`src/hdl/dtbs_pkg.sv`:
```
// shared types and constants for the date and time button setter
// no dependencies; imported by dtbs_step and date_time_button_setter_core
package dtbs_pkg;

	// stream widths
	localparam int IN_DATA_W  = 32;
	localparam int IN_USER_W  = 2;
	localparam int OUT_DATA_W = 32;
	localparam int OUT_USER_W = 4;

	// limits of the edited fields
	localparam logic [3:0] MONTH_MIN  = 4'd1;
	localparam logic [3:0] MONTH_MAX  = 4'd12;
	localparam logic [4:0] DAY_MIN    = 5'd1;
	localparam logic [4:0] DAY_LONG   = 5'd31;
	localparam logic [4:0] DAY_SHORT  = 5'd30;
	localparam logic [4:0] DAY_FEB_LY = 5'd29;
	localparam logic [4:0] DAY_FEB    = 5'd28;
	localparam logic [4:0] HOUR_MAX   = 5'd23;
	localparam logic [5:0] MINUTE_MAX = 6'd59;

	// month numbers that need special day limits
	localparam logic [3:0] MON_FEB = 4'd2;
	localparam logic [3:0] MON_APR = 4'd4;
	localparam logic [3:0] MON_JUN = 4'd6;
	localparam logic [3:0] MON_SEP = 4'd9;
	localparam logic [3:0] MON_NOV = 4'd11;

	// button codes carried in the input tuser
	typedef enum logic [1:0] {
		KIND_START = 2'd0,
		KIND_DEC   = 2'd1,
		KIND_NEXT  = 2'd2,
		KIND_INC   = 2'd3
	} kind_t;

	// field selection codes
	typedef enum logic [2:0] {
		FLD_NONE   = 3'd0,
		FLD_YEAR   = 3'd1,
		FLD_MONTH  = 3'd2,
		FLD_DAY    = 3'd3,
		FLD_HOUR   = 3'd4,
		FLD_MINUTE = 3'd5
	} field_t;

	// loaded date and time
	typedef struct packed {
		logic [5:0] minute;
		logic [4:0] hour;
		logic [4:0] day;
		logic [3:0] month;
		logic [7:0] year;
	} date_time_t;

	// full editor state
	typedef struct packed {
		logic       editing;
		field_t     field_sel;
		date_time_t dt;
	} edit_state_t;

	// days in a month, month already clamped to 1..12
	function automatic logic [4:0] month_days(input logic [3:0] month, input logic [7:0] year);
		logic [4:0] top;
		top = DAY_LONG;
		if (month == MON_APR || month == MON_JUN || month == MON_SEP || month == MON_NOV) begin
			top = DAY_SHORT;
		end else if (month == MON_FEB) begin
			top = (year[1:0] == 2'd0) ? DAY_FEB_LY : DAY_FEB;
		end
		return top;
	endfunction

endpackage

```
`src/hdl/dtbs_step.sv`:
```
// next-state logic of the date and time button setter: one button beat
// applied to the editor state, then clamping of month, day, hour and minute
// depends on dtbs_pkg
module dtbs_step (
	input  dtbs_pkg::edit_state_t cur,
	input  dtbs_pkg::kind_t       kind,
	input  dtbs_pkg::date_time_t  load,
	output dtbs_pkg::edit_state_t nxt,
	output logic                  commit
);
	import dtbs_pkg::*;

	logic       editing;
	field_t     fsel;
	logic [7:0] year;
	logic [3:0] month;
	logic [5:0] day;
	logic [4:0] hour;
	logic [5:0] minute;
	logic [4:0] top;
	logic       up;

	// apply the button, then clamp
	always_comb begin
		editing = cur.editing;
		fsel    = cur.field_sel;
		year    = cur.dt.year;
		month   = cur.dt.month;
		day     = {1'b0, cur.dt.day};
		hour    = cur.dt.hour;
		minute  = cur.dt.minute;
		commit  = 1'b0;
		up      = (kind == KIND_INC);

		unique case (kind)
			KIND_START: begin
				editing = 1'b1;
				fsel    = FLD_YEAR;
				year    = load.year;
				month   = load.month;
				day     = {1'b0, load.day};
				hour    = load.hour;
				minute  = load.minute;
			end
			KIND_NEXT: begin
				if (cur.editing) begin
					if (cur.field_sel >= FLD_MINUTE) begin
						fsel    = FLD_NONE;
						editing = 1'b0;
						commit  = 1'b1;
					end else begin
						fsel = field_t'(cur.field_sel + 3'd1);
					end
				end
			end
			KIND_DEC, KIND_INC: begin
				if (cur.editing) begin
					case (cur.field_sel)
						FLD_YEAR: year = up ? year + 8'd1 : year - 8'd1;
						FLD_MONTH: begin
							if (up) month = month + 4'd1;
							else if (month != 4'd0) month = month - 4'd1;
						end
						FLD_DAY: begin
							if (up) day = day + 6'd1;
							else if (day != 6'd0) day = day - 6'd1;
						end
						FLD_HOUR: begin
							if (up) begin
								if (hour < HOUR_MAX) hour = hour + 5'd1;
							end else if (hour != 5'd0) begin
								hour = hour - 5'd1;
							end
						end
						FLD_MINUTE: begin
							if (up) begin
								if (minute < MINUTE_MAX) minute = minute + 6'd1;
							end else if (minute != 6'd0) begin
								minute = minute - 6'd1;
							end
						end
						default: ;
					endcase
				end
			end
		endcase

		// clamp month, then day to the month length, then hour and minute
		if (month == 4'd0) month = MONTH_MIN;
		if (month > MONTH_MAX) month = MONTH_MAX;
		top = month_days(month, year);
		if (day == 6'd0) day = {1'b0, DAY_MIN};
		if (day > {1'b0, top}) day = {1'b0, top};
		if (hour > HOUR_MAX) hour = HOUR_MAX;
		if (minute > MINUTE_MAX) minute = MINUTE_MAX;
		if (!editing) fsel = FLD_NONE;

		nxt.editing   = editing;
		nxt.field_sel = fsel;
		nxt.dt.year   = year;
		nxt.dt.month  = month;
		nxt.dt.day    = day[4:0];
		nxt.dt.hour   = hour;
		nxt.dt.minute = minute;
	end

endmodule

```
`src/hdl/date_time_button_setter_core.sv`:
```
// top level of the date and time button setter: editor state register,
// next-state logic and the output register of the result stream
// depends on dtbs_pkg and dtbs_step
//
// channel | direction | contents
// s_*     | in        | tdata: year, month, day, hour, minute; tuser: button kind
// m_*     | out       | tdata: year, month, day, hour, minute; tuser: field, commit
//
// one input beat per cycle unless the output stalls; its result appears in
// the cycle after acceptance; the editor state is updated in the cycle the
// beat is accepted, so a new beat can follow in the next cycle
// reset puts the editor idle with 2000-01-01 00:00 and no field selected
// a stalled output holds its beat; input is taken when the output register
// is empty or drains in the same cycle
module date_time_button_setter_core (
	input  logic                               clk,
	input  logic                               arst_n,
	input  logic                               s_tvalid,
	output logic                               s_tready,
	// [7:0] load_year, [11:8] load_month, [16:12] load_day,
	// [21:17] load_hour, [27:22] load_minute, rest zero
	input  logic [dtbs_pkg::IN_DATA_W-1:0]     s_tdata,
	// [1:0] kind
	input  logic [dtbs_pkg::IN_USER_W-1:0]     s_tuser,
	output logic                               m_tvalid,
	input  logic                               m_tready,
	// [7:0] cur_year, [11:8] cur_month, [16:12] cur_day,
	// [21:17] cur_hour, [27:22] cur_minute, rest zero
	output logic [dtbs_pkg::OUT_DATA_W-1:0]    m_tdata,
	// [2:0] selected_field, [3] commit
	output logic [dtbs_pkg::OUT_USER_W-1:0]    m_tuser
);
	import dtbs_pkg::*;

	localparam int DT_W = $bits(date_time_t);

	edit_state_t state_q;
	edit_state_t state_nxt;
	date_time_t  load;
	logic        commit_nxt;
	logic        in_beat;
	logic        m_tvalid_q;
	date_time_t  out_dt_q;
	field_t      out_fsel_q;
	logic        out_commit_q;

	// handshake
	assign s_tready = !m_tvalid_q || m_tready;
	assign in_beat  = s_tvalid && s_tready;

	// unpack the input beat
	assign load = s_tdata[DT_W-1:0];

	dtbs_step u_step (
		.cur    (state_q),
		.kind   (kind_t'(s_tuser)),
		.load   (load),
		.nxt    (state_nxt),
		.commit (commit_nxt)
	);

	// editor state
	always_ff @(posedge clk or negedge arst_n) begin
		if (!arst_n) begin
			state_q.editing   <= 1'b0;
			state_q.field_sel <= FLD_NONE;
			state_q.dt.year   <= 8'd0;
			state_q.dt.month  <= MONTH_MIN;
			state_q.dt.day    <= DAY_MIN;
			state_q.dt.hour   <= 5'd0;
			state_q.dt.minute <= 6'd0;
		end else if (in_beat) begin
			state_q <= state_nxt;
		end
	end

	// output valid
	always_ff @(posedge clk or negedge arst_n) begin
		if (!arst_n) begin
			m_tvalid_q <= 1'b0;
		end else if (in_beat) begin
			m_tvalid_q <= 1'b1;
		end else if (m_tready) begin
			m_tvalid_q <= 1'b0;
		end
	end

	// output payload
	always_ff @(posedge clk) begin
		if (in_beat) begin
			out_dt_q     <= state_nxt.dt;
			out_fsel_q   <= state_nxt.field_sel;
			out_commit_q <= commit_nxt;
		end
	end

	// pack the result beat
	assign m_tvalid = m_tvalid_q;
	assign m_tdata  = {{(OUT_DATA_W-DT_W){1'b0}}, out_dt_q};
	assign m_tuser  = {out_commit_q, out_fsel_q};

endmodule
```
`config.mk`:
```
export PLATFORM = sky130hd
export DESIGN_NAME = date_time_button_setter_core
export DESIGN_NICKNAME = d
export VERILOG_FILES = /design/src/hdl/dtbs_pkg.sv /design/src/hdl/dtbs_step.sv /design/src/hdl/date_time_button_setter_core.sv
export SDC_FILE = /design/constraint.sdc
export NUM_CORES = 1
export LEC_CHECK = 0
export ABC_CLOCK_PERIOD_IN_PS = 8650
export BUFFER_PORTS_ARGS = -buffer_cell sky130_fd_sc_hd__buf_2
export CAP_MARGIN = 25
export CORE_AREA = 3 3 87 105
export DETAILED_ROUTE_END_ITERATION = 8
export DIE_AREA = 0 0 90 108
export PLACE_DENSITY = 0.86
export SYNTH_ARGS = -nofsm -noshare
export SYNTH_HDL_FRONTEND = slang
export SYNTH_SLANG_ARGS = --single-unit
export TNS_END_PERCENT = 20
```
`constraint.sdc`:
```
create_clock -name clk -period 8.65 [get_ports clk]
set_input_delay 1.73 -clock clk [delete_from_list [all_inputs] [get_ports clk]]
set_output_delay 1.73 -clock clk [all_outputs]
set_load 0.05 [all_outputs]
```
Word-level counts from Yosys, hierarchy flattened
Cells that the tools add are included.

word-level totals
  logic and storage cells = 108
  bits in registers = 65
  bits of input ports = 38
  output and inout bits = 38

cells by class
  mux-type cells = 45
  reductions and logical operators = 17
  add/subtract/negate cells = 11
  equality and inequality tests = 13
  $lt $le $gt $ge = 7

operators by type and width
  operator                                               number
  2-to-1 mux 6 bit                                       11
  2-to-1 mux 5 bit                                       9
  2-to-1 mux 4 bit                                       6
  2-to-1 mux 8 bit                                       3
  case mux 6 bit (2 select lines)                        2
  case mux 8 bit (2 select lines)                        1
  case mux 5 bit (2 select lines)                        1
  nonzero test 5 bit                                     2
  2-to-1 mux 3 bit                                       3
  adder 8 x 1 -> 8 bit (second input constant)           1
  equality test 4 x 3 -> 1 bit (second input constant)   2
  equality test 4 bit (second input constant)            2
  case mux 4 bit (2 select lines)                        1
  subtractor 8 x 1 -> 8 bit (second input constant)      1
  adder 5 x 1 -> 6 bit (second input constant)           1
  adder 6 x 1 -> 6 bit (second input constant)           1
  equality test 3 x 2 -> 1 bit (second input constant)   2
  equality test 3 bit (second input constant)            2
  greater-than comparator 6 x 5 -> 1 bit                 1
  greater-than comparator 6 bit (second input constant)  1
  logical NOT 6 bit                                      1
  less-than comparator 6 bit (second input constant)     1
  2-to-1 mux 1 bit                                       6
  case mux 3 bit (2 select lines)                        1
  26 further kinds                                       31

Longest topological paths before layout
Gate-level depths: netlist (run 1).

  depth in word-level cells = 17
  gate-level depth with buffers = 15
  depth with buffers taken out = 14

By module
Synthesis (run 1) repeated with hierarchy kept, for this count alone.

unflattened totals
  cell total of the unflattened synthesis = 464
  area, all modules = 4644.5 um2

by module, submodules not included
  module                        seq. area each (um2)  cells each  area an instance (um2)  times used
  date_time_button_setter_core  1789.2                110         2368.5                  1
  dtbs_step                     0.0                   354         2275.9                  1

Worst setup path before layout (run 1)
Ideal clock, no wire load.

  path type = input port to flip-flop
  from = in s_tuser[1] (netlist bit)
  to = reg state_q[13] (netlist bit)
  buffers on the path = 1
  required time = 8.525 ns
  cell stages on the path = 15
  arrival time = 4.391 ns
  library setup time = 0.125 ns
  setup slack = 4.134 ns
  path through = nand2_1 -> clkinv_1 -> buf_2 -> fa_1 -> nor4b_1 -> a221o_1 -> o2bb2ai_1 -> o211ai_1 -> inv_1 -> ha_1 -> nand2_1 -> o21ai_0 -> o41ai_4 -> mux2i_1 -> mux2_4

RTL lines
  item                  line                                text
  start, declared       date_time_button_setter_core.sv:24  input logic [dtbs_pkg::IN_USER_W-1:0] s_tuser,
  end signal, assigned  date_time_button_setter_core.sv:73  state_q <= state_nxt;
  end, declared         date_time_button_setter_core.sv:37  edit_state_t state_q;

==> flow_metrics.env, run 1 <==
export IMPL_design_area_mm2=0.00529
export IMPL_layout_area_overhead_vs_synth_pct=8.72
export IMPL_dieWidth_um=90
export IMPL_insertedDiodeCount=0
export IMPL_route_antenna_remaining_nets=0
export IMPL_detail_route_iter0_violations=317
export IMPL_synthesis_area_mm2=0.00486
export IMPL_synth_top_family_by_area="compound AO/OA/AOI/OAI gates"
export IMPL_worst_ep_arrival_ns=6.04
export IMPL_htree_levels=3
export IMPL_power_leakage_nw=2.21
export IMPL_totalNegativeSetupSlack_ns=0
export IMPL_grt_setup_unrepaired="no"
export IMPL_cts_tree="yes"
export IMPL_synthMostInstantiatedCell="nand2_1"
export IMPL_setup_viol=0
export IMPL_largest_vdd_supply_drop_v=0.000158
export IMPL_r2r_setup_slack_ns=5.11
export IMPL_port_buffers=67
export IMPL_postCtsSetupRepairBufs=0
export IMPL_fmax_mhz=172
export IMPL_cts_root_buf="clkbuf_8"
export IMPL_startpoint_type="primary input"
export IMPL_synth_xor_area_share_pct=1.26
export IMPL_crit_path_max_fanout=60
export IMPL_initial_utilization_pct=59.3
export IMPL_max_cap_violations=0
export IMPL_global_route_wire_length_before_repair_mm=18.8
export IMPL_cells_taking_the_most_area_after_synthesis="edfxtp_1 20%, dfrtp_1 16%, ha_1 5.7%"
export IMPL_avgSynthCellArea_um2=9.24
export IMPL_worst_r2r_end="state_q[13]"
export IMPL_synth_cell_type_count=87
export IMPL_synth_adder_area_share_pct=6.07
export IMPL_row_count=36
export IMPL_finalHoldViolations=0
export IMPL_synth_cells=526
export IMPL_grt_start_max_net_pins=61
export IMPL_yosys_area_top_type_share_pct=19.8
export IMPL_drt_first_pass_iters=5
export IMPL_outcome="finished, final reports clean"
export IMPL_ys_ff_latch=65
export IMPL_synth_area_in_compound_gates_pct=20.4
export IMPL_antenna_found_initial=0
export IMPL_synth_mux_area_fraction_pct=7.77
export IMPL_cts_num_sinks=65
export IMPL_timing_final_max_slew_violations=0
export IMPL_top_level_ports=76
export IMPL_synth_enable_flop_cells=32
export IMPL_cts_hold_repair_buffers=0
export IMPL_synth_flop_cell="edfxtp_1"
export IMPL_pwr_density_cell_mw_per_mm2=261
export IMPL_grt_pass1_vias=3985
export IMPL_ys_seq_area_share_pct=36.8
export IMPL_globalRouteTotalUtil_pct=23.5
export IMPL_fp_dieArea_mm2=0.00972
export IMPL_clk_pin_slew_ns=0.07
export IMPL_finalWirelength_mm=11.2
export IMPL_chipHeight_um=108
export IMPL_num_vias=4228
export IMPL_post_drt_via_cell_ratio=6.15
export IMPL_drive_gt1_share_pct=21.1
export IMPL_synth_simple_area_share_pct=20.2
export IMPL_max_slew_margin_rel_pct=43.4
export IMPL_fin_worst_skew_ns=0.00784
export IMPL_synthArstFlopShare_pct=50.8
export IMPL_gp_congestion=0.884
export IMPL_worstSetupPathType="primary input to register"
export IMPL_worst_setup_path_endpoint="state_q[13]"
export IMPL_finalNetCount=629
export IMPL_crit_required_ns=8.89
export IMPL_clk_insertion_delay_late_ns=0.35
export IMPL_timing_critical_path_from="s_tuser[1]"
export IMPL_r2r_worst_path_cells=14
export IMPL_netlist_top_cell_by_area="edfxtp_1"
export IMPL_gr_total_overflow=0
export IMPL_final_period_utilization_pct=67.1
export IMPL_drt_wirelength_per_cell_um=16.3
export IMPL_post_route_drc_count=0
export IMPL_netlist_top_cells_count="56 x nand2_1, 33 x o21ai_0, 32 x edfxtp_1, 32 x nor2_1, 31 x dfrtp_1"
export IMPL_min_delay_worst_type="register to register"
export IMPL_final_period_minus_worst_setup_slack_ns=5.80
export IMPL_cts_buffers_inserted=9
export IMPL_pin_slew_with_the_least_headroom_to_its_limit_ns=0.849
export IMPL_crit_reg2reg_launch="state_q[29]"
export IMPL_core_region_area_mm2=0.00820
export IMPL_clock_tree_buffer_depth=2
export IMPL_cts_resized=0
export IMPL_yosys_warnings=0
export IMPL_critical_path_endpoint_type="register"
export IMPL_placement_cell_area_mm2=0.00511
export IMPL_hpwl_mm=7.72
## sequential cells by signal, indices dropped and copies added (netlist names)
name / flops
state_q: 32
m_tdata: 28
out_fsel_q: 3
m_tvalid: 1
out_commit_q: 1
## cells in the final DEF (no fill, tap or decap), drive strengths merged, types with 4 or more instances in the layout
| master | count |
|---|---|
| nor4b | 4 |
| nand4 | 5 |
| ha | 22 |
| dfrtp | 31 |
| a21o | 4 |
| o21ai | 38 |
| o31ai | 6 |
| a221oi | 4 |
| o21a | 6 |
| a211oi | 4 |
| mux2i | 19 |
| buf | 70 |
| and2 | 4 |
| xnor2 | 4 |
| nor3b | 5 |
| nor2 | 32 |
| nor2b | 8 |
| o211ai | 6 |
| nand3b | 4 |
| mux2 | 16 |
| a31oi | 13 |
| and3 | 9 |
| nor3 | 13 |
| nand2b | 4 |
| or3 | 7 |
| conb | 4 |
| nand2 | 57 |
| a21oi | 26 |
| edfxtp | 32 |
| nand3 | 17 |
| inv | 26 |
| clkbuf | 11 |
## layer usage
layer,global-route usage (%),vias to the layer above,share of wire [%]
met5,0,-,0
met4,10.1,0,2.0
met3,5.08,21,6.8
met2,40.9,162,49
met1,28.4,2029,42
li1,-,2016,-
## critical path, cell delays in order
cell,delay [ns]
buf_2,0.10
buf_4,0.33
nand2_1,0.66
clkinv_1,0.55
fa_1,0.57
nor4b_1,0.31
a221o_1,0.23
o2bb2ai_1,0.08
o211ai_1,0.23
inv_1,0.07
ha_1,0.27
nand2_1,0.06
o21ai_0,0.13
o41ai_4,0.29
mux2i_1,0.15
mux2_4,0.27
## per-stage QoR
| step | setup slack (ns) | utilization [%] | hold WS, ns | std cells | power [mW] |
|---|---|---|---|---|---|
| finish | 2.85 | 64.5 | 0.567 | 687 | 1.38 |
| global route | 2.46 | 64.5 | 0.603 | 687 | 1.48 |
| CTS | 2.84 | 64.5 | 0.572 | 687 | 1.38 |
| detailed placement | 2.47 | 62.4 | 0.552 | 671 | 1.14 |
| global placement | 2.60 | 62.4 | 0.523 | 671 | 1.12 |
| floorplan | 4.13 | - | 0.496 | 529 | 1.02 |
## worst min path at each step
stage / slack (ns) / depth (start not counted) / startpoint / end
6_report: 0.57 / 1 / state_q[3] / state_q[3]
3_5_place_dp: 0.55 / 2 / state_q[5] / state_q[5]
5_1_grt: 0.60 / 2 / state_q[2] / state_q[2]
4_1_cts: 0.57 / 1 / state_q[3] / state_q[3]
2_1_floorplan: 0.50 / 2 / state_q[2] / state_q[2]
3_3_place_gp: 0.52 / 2 / state_q[2] / state_q[2]
## final cells by class
type                    instances  area (µm²)
clock buffers                  11         141
fillers                       719        2910
multi-input cells             395        2720
repair buffers                 70         358
clock inverters                 5        31.3
flip-flops and latches         65        1790
inverters                      27         104
well taps                     114         143
## where the power goes
group	switching [mW]	internal [mW]
sequential	0.111	0.416
combinational	0.379	0.240
clock	0.123	0.110
total	0.613	0.766
## cells by family after synthesis
logic type      after synthesis
mux                          35
buf+inv                      69
fa+ha+maj                    23
other cells                   1
simple gates                184
compound gates              142
xor+xnor                      7
flops                        65
No activity file was read; power rests on OpenSTA's default activity.
==> inputs of run 2 (changes only) <==
Settings changed: ABC_CLOCK_PERIOD_IN_PS 8650 to 4800, CORE_AREA 3 3 87 105 to 3 3 93 112, DIE_AREA 0 0 90 108 to 0 0 96 115, PLACE_DENSITY 0.86 to 0.8.
Clock period 8.65 ns to 4.8 ns, I/O delays scaled along.
==> flow_metrics.env, run 2 (synthesis gave the netlist of run 1 again) <==
export IMPL_final_seq_area_mm2=0.00179
export IMPL_num_vias=4307
export IMPL_intPower_mw=1.61
export IMPL_placement_cell_area_mm2=0.00516
export IMPL_global_route_wire_length_before_repair_mm=19.7
export IMPL_gr_total_overflow=0
export IMPL_post_place_ws_ns=0.656
export IMPL_totalNegativeSetupSlack_ns=0
export IMPL_insertedDiodeCount=0
export IMPL_drt_wirelength_per_cell_um=17.2
export IMPL_critical_path_endpoint_type="register"
export IMPL_mostFrequentLayoutCells="67 x buf_2, 56 x nand2_1, 33 x o21ai_0"
export IMPL_gp_congestion=0.894
export IMPL_layoutNonFillerInstCount=701
export IMPL_power_leakage_nw=2.30
export IMPL_worst_ep_arrival_ns=4.07
export IMPL_holdCritStartpoint="state_q[2]"
export IMPL_post_route_drc_count=0
export IMPL_dieWidth_um=96
export IMPL_hold_worst_slack_ns=0.542
export IMPL_worstSetupPathType="primary input to register"
export IMPL_outcome="finished, final reports clean"
export IMPL_min_delay_worst_type="register to register"
export IMPL_grt_start_max_net_pins=34
export IMPL_dp_cells=685
export IMPL_timing_critical_path_from="s_tuser[0]"
export IMPL_grt_pass1_vias=4194
export IMPL_chipHeight_um=115
export IMPL_power_share_clock_pct=24.3
export IMPL_port_buffers=67
export IMPL_cts_resized=0
export IMPL_n_fill_cell=856
export IMPL_initial_utilization_pct=51.1
export IMPL_slowest_stage="fa_1"
export IMPL_postCtsSetupRepairBufs=0
export IMPL_pin_slew_with_the_least_headroom_to_its_limit_ns=0.865
export IMPL_swShare_pct=41.4
export IMPL_final_setup_worst_slack_ns=0.945
export IMPL_p_seq_share_pct=34.6
export IMPL_largest_vdd_supply_drop_v=0.000225
export IMPL_row_count=39
export IMPL_fin_worst_skew_ns=0.00508
export IMPL_startpoint_type="primary input"
export IMPL_clock_tree_buffer_depth=2
export IMPL_grt_setup_unrepaired="no"
export IMPL_area_of_the_multi_input_gates_mm2=0.00272
export IMPL_top_register="state_q"
export IMPL_pwr_density_cell_mw_per_mm2=504
export IMPL_critical_path_top_cell_by_count="nand2_1"
export IMPL_max_cap_violations=0
export IMPL_cts_root_buf="clkbuf_16"
export IMPL_drive_gt1_share_pct=22.0
export IMPL_path_cells="buf_2 -> nand2_1 -> clkinv_1 -> fa_1 -> nor4b_1 -> a221o_1 -> o2bb2ai_1 -> o211ai_1 -> inv_1 -> ha_1 -> nand2_1 -> o21ai_0 -> o41ai_4 -> mux2i_1 -> mux2_4"
export IMPL_cp_buf_inv_count=3
export IMPL_cts_tree="yes"
export IMPL_fin_total_pwr_mw=2.75
export IMPL_fp_dieArea_mm2=0.0110
export IMPL_design_area_mm2=0.00547
export IMPL_fmax_mhz=259
export IMPL_crit_reg2reg_launch="state_q[29]"
export IMPL_p_sw_mw=1.14
export IMPL_top_level_ports=76
export IMPL_layout_area_overhead_vs_synth_pct=12.5
export IMPL_detail_route_iter0_violations=324
export IMPL_core_region_area_mm2=0.00952
export IMPL_clk_pin_slew_ns=0.06
export IMPL_cts_buffers_inserted=9
export IMPL_drt_first_pass_iters=5
export IMPL_finalWirelength_mm=12.0
export IMPL_cts_num_sinks=65
export IMPL_crit_required_ns=5.02
export IMPL_layout_commonest_cell="buf_2"
export IMPL_final_period_minus_worst_setup_slack_ns=3.85
export IMPL_globalRouteTotalUtil_pct=22.7
export IMPL_clk_insertion_delay_late_ns=0.34
export IMPL_antenna_found_initial=0
export IMPL_finalNetCount=634
export IMPL_hpwl_mm=8.20
export IMPL_crit_path_max_fanout=22
export IMPL_top_delay_family_on_crit_path="compound AO/OA/AOI/OAI gates"
export IMPL_post_drt_via_cell_ratio=6.14
export IMPL_route_antenna_remaining_nets=0
export IMPL_finalHoldViolations=0
export IMPL_max_slew_margin_rel_pct=42.3
export IMPL_max_reg_flops=32
export IMPL_power_combinational_fraction_pct=41.1
export IMPL_cts_hold_repair_buffers=0
export IMPL_critPathMaxStageDelay_ns=0.41
export IMPL_final_period_utilization_pct=80.3
export IMPL_setup_viol=0
export IMPL_htree_levels=3
export IMPL_timing_final_max_slew_violations=0
export IMPL_fin_util_pct=57.5
[run 2: cell type report]
| type | instances | area share (%) |
|---|---|---|
| sequential | 65 | 32.7 |
| tap | 123 | 2.81 |
| inverter | 27 | 1.90 |
| clock inverter | 5 | 0.984 |
| clock buffer | 11 | 4.62 |
| multi-input combinational | 395 | 49.7 |
| timing repair buffer | 75 | 7.23 |
[run 2: worst min-delay path, delay by kind of cell (launching register included)]
kind | cells | cell delay (ns)
flip-flops | 1 | 0.39
AND/OR/NAND/NOR | 2 | 0.12
[run 2: layer usage]
metal	global-route usage, %	wire length (µm)
met1	27.6	4850
met2	38.0	6040
met3	4.38	892
met4	10.9	265
met5	0	0
[run 2: final timing paths]
path                          endpoint  slack, ns  cells past startpoint
min in group asynchronous  state_q[18]       0.74                      1
max in group asynchronous  state_q[26]       3.52                      1
min reg2reg                 state_q[2]       0.54                      2
max reg2reg                state_q[13]       1.21                     14
min                         state_q[2]       0.54                      2
max                        state_q[13]       0.95                     15
[run 2: power groups by stage]
stage               clock (mW)  combinational, mW  sequential, mW
floorplan                    0              0.849           0.988
global route             0.707               1.25           0.978
detailed placement           0               1.11           0.953
CTS                      0.679               1.12           0.947
global placement             0               1.07           0.945
finish                   0.669               1.13           0.953
==> inputs of run 3 (changes only) <==
Settings changed: ABC_CLOCK_PERIOD_IN_PS 4800 to 3500.
Clock period 4.8 ns to 3.5 ns, I/O delays scaled along.
==> flow_metrics.env, run 3 (synthesis gave the netlist of run 1 again) <==
export IMPL_top_delay_family_on_crit_path="multiplexers"
export IMPL_slowest_stage="dfrtp_1"
export IMPL_row_count=39
export IMPL_power_leakage_nw=2.50
export IMPL_finalNetCount=671
export IMPL_placement_cell_area_mm2=0.00537
export IMPL_layout_area_overhead_vs_synth_pct=19.9
export IMPL_grt_pass1_vias=4270
export IMPL_max_reg_flops=32
export IMPL_final_period_minus_worst_setup_slack_ns=3.42
export IMPL_finalHoldViolations=0
export IMPL_timing_final_max_slew_violations=0
export IMPL_drt_wirelength_per_cell_um=17.3
export IMPL_startpoint_type="register"
export IMPL_setup_viol=0
export IMPL_min_delay_worst_type="primary input to asynchronous set/reset pin"
export IMPL_htree_levels=3
export IMPL_layout_commonest_cell="buf_2"
export IMPL_top_level_ports=76
export IMPL_initial_utilization_pct=51.1
export IMPL_fin_worst_skew_ns=0.00944
export IMPL_core_region_area_mm2=0.00952
export IMPL_cts_buffers_inserted=9
export IMPL_mostFrequentLayoutCells="67 x buf_2, 55 x nand2_1, 41 x buf_4"
export IMPL_cp_buf_inv_count=0
export IMPL_drt_first_pass_iters=4
export IMPL_antenna_found_initial=0
export IMPL_pin_slew_with_the_least_headroom_to_its_limit_ns=0.856
export IMPL_clk_insertion_delay_late_ns=0.34
export IMPL_gr_total_overflow=0
export IMPL_crit_required_ns=3.77
export IMPL_critical_path_endpoint_type="register"
export IMPL_max_slew_margin_rel_pct=43.0
export IMPL_clk_pin_slew_ns=0.06
export IMPL_cts_tree="yes"
export IMPL_cts_root_buf="clkbuf_16"
export IMPL_finalWirelength_mm=12.8
export IMPL_largest_vdd_supply_drop_v=0.000292
export IMPL_top_register="state_q"
export IMPL_globalRouteTotalUtil_pct=23.3
export IMPL_pwr_density_cell_mw_per_mm2=680
export IMPL_grt_start_max_net_pins=34
export IMPL_fp_dieArea_mm2=0.0110
export IMPL_fmax_mhz=292
export IMPL_critPathMaxStageDelay_ns=0.43
export IMPL_port_buffers=67
export IMPL_max_cap_violations=0
export IMPL_route_antenna_remaining_nets=0
export IMPL_gp_congestion=0.925
export IMPL_hpwl_mm=8.48
export IMPL_cts_num_sinks=65
export IMPL_dieWidth_um=96
export IMPL_chipHeight_um=115
export IMPL_detail_route_iter0_violations=314
export IMPL_num_vias=4478
export IMPL_fin_total_pwr_mw=3.96
export IMPL_clock_tree_buffer_depth=2
export IMPL_worstSetupPathType="register to register"
export IMPL_worst_ep_arrival_ns=3.70
export IMPL_insertedDiodeCount=0
export IMPL_drive_gt1_share_pct=29.0
export IMPL_final_period_utilization_pct=97.8
export IMPL_outcome="finished, final reports clean"
export IMPL_post_route_drc_count=0
export IMPL_global_route_wire_length_before_repair_mm=20.1
export IMPL_cts_hold_repair_buffers=0
export IMPL_design_area_mm2=0.00583
export IMPL_path_cells="ha_1 -> ha_1 -> and3_4 -> a32oi_1 -> mux2i_1 -> mux2_4 -> a31oi_2 -> ha_2 -> nand2_2 -> o21ai_2 -> o41ai_4 -> mux2i_2 -> mux2_4"
export IMPL_crit_path_max_fanout=5
export IMPL_post_drt_via_cell_ratio=6.08
## run 3: area by class of cell
cell class,instances,area [µm²]
Fill cell,835,3680
Sequential cell,65,1790
Tap cell,123,154
Inverter,27,104
Timing Repair Buffer,112,697
Clock inverter,5,47.5
Clock buffer,10,229
Multi-Input combinational cell,395,2810
## run 3: per-stage QoR
step / hold WS [ns] / instances / TNS [ns] / util (%) / setup WS [ns]
4_1_cts: 0.504 / 736 / 0 / 60.2 / 0.0142
5_1_grt: 0.536 / 737 / -0.0532 / 61.3 / -0.0452
6_report: 0.482 / 737 / 0 / 61.3 / 0.0759
3_3_place_gp: 0.528 / 711 / -0.107 / 56.4 / -0.0723
2_1_floorplan: 0.404 / 529 / 0 / - / 0.0139
3_5_place_dp: 0.543 / 711 / -0.324 / 56.4 / -0.131
## run 3: final timing paths
check | start | endpoint | slack (ns) | cells past startpoint
worst max-delay path | state_q[28] | state_q[13] | 0.08 | 13
worst min register to register | state_q[5] | state_q[5] | 0.56 | 2
worst min-delay path | arst_n | state_q[5] | 0.48 | 1
max in group asynchronous | arst_n | state_q[31] | 2.43 | 1
worst max register to register | state_q[28] | state_q[13] | 0.08 | 13
min in group clk | state_q[5] | state_q[5] | 0.56 | 2
## run 3: report_power, final
part	internal (mW)	switching (mW)	leakage (nW)	total, mW
clock network	0.539	0.318	0.137	0.858
logic	0.761	1.04	1.67	1.80
registers	1.03	0.276	0.694	1.31
total	2.33	1.63	2.50	3.96
## run 3: timing repair
| action | 4_1_cts | 5_1_grt |
|---|---|---|
| buffers inserted | 10 | 2 |
| endpoints found under the setup margin | 3 | 4 |
| gates resized for setup | 6 | 20 |
| pin swaps | 6 | 9 |
## run 3: layer usage
layer	global-route usage [%]	up-vias	wire (µm)
li1	-	2108	-
met1	28.6	2133	5080
met2	40.0	204	6500
met3	3.53	33	834
met4	10.1	0	350
met5	0	-	0
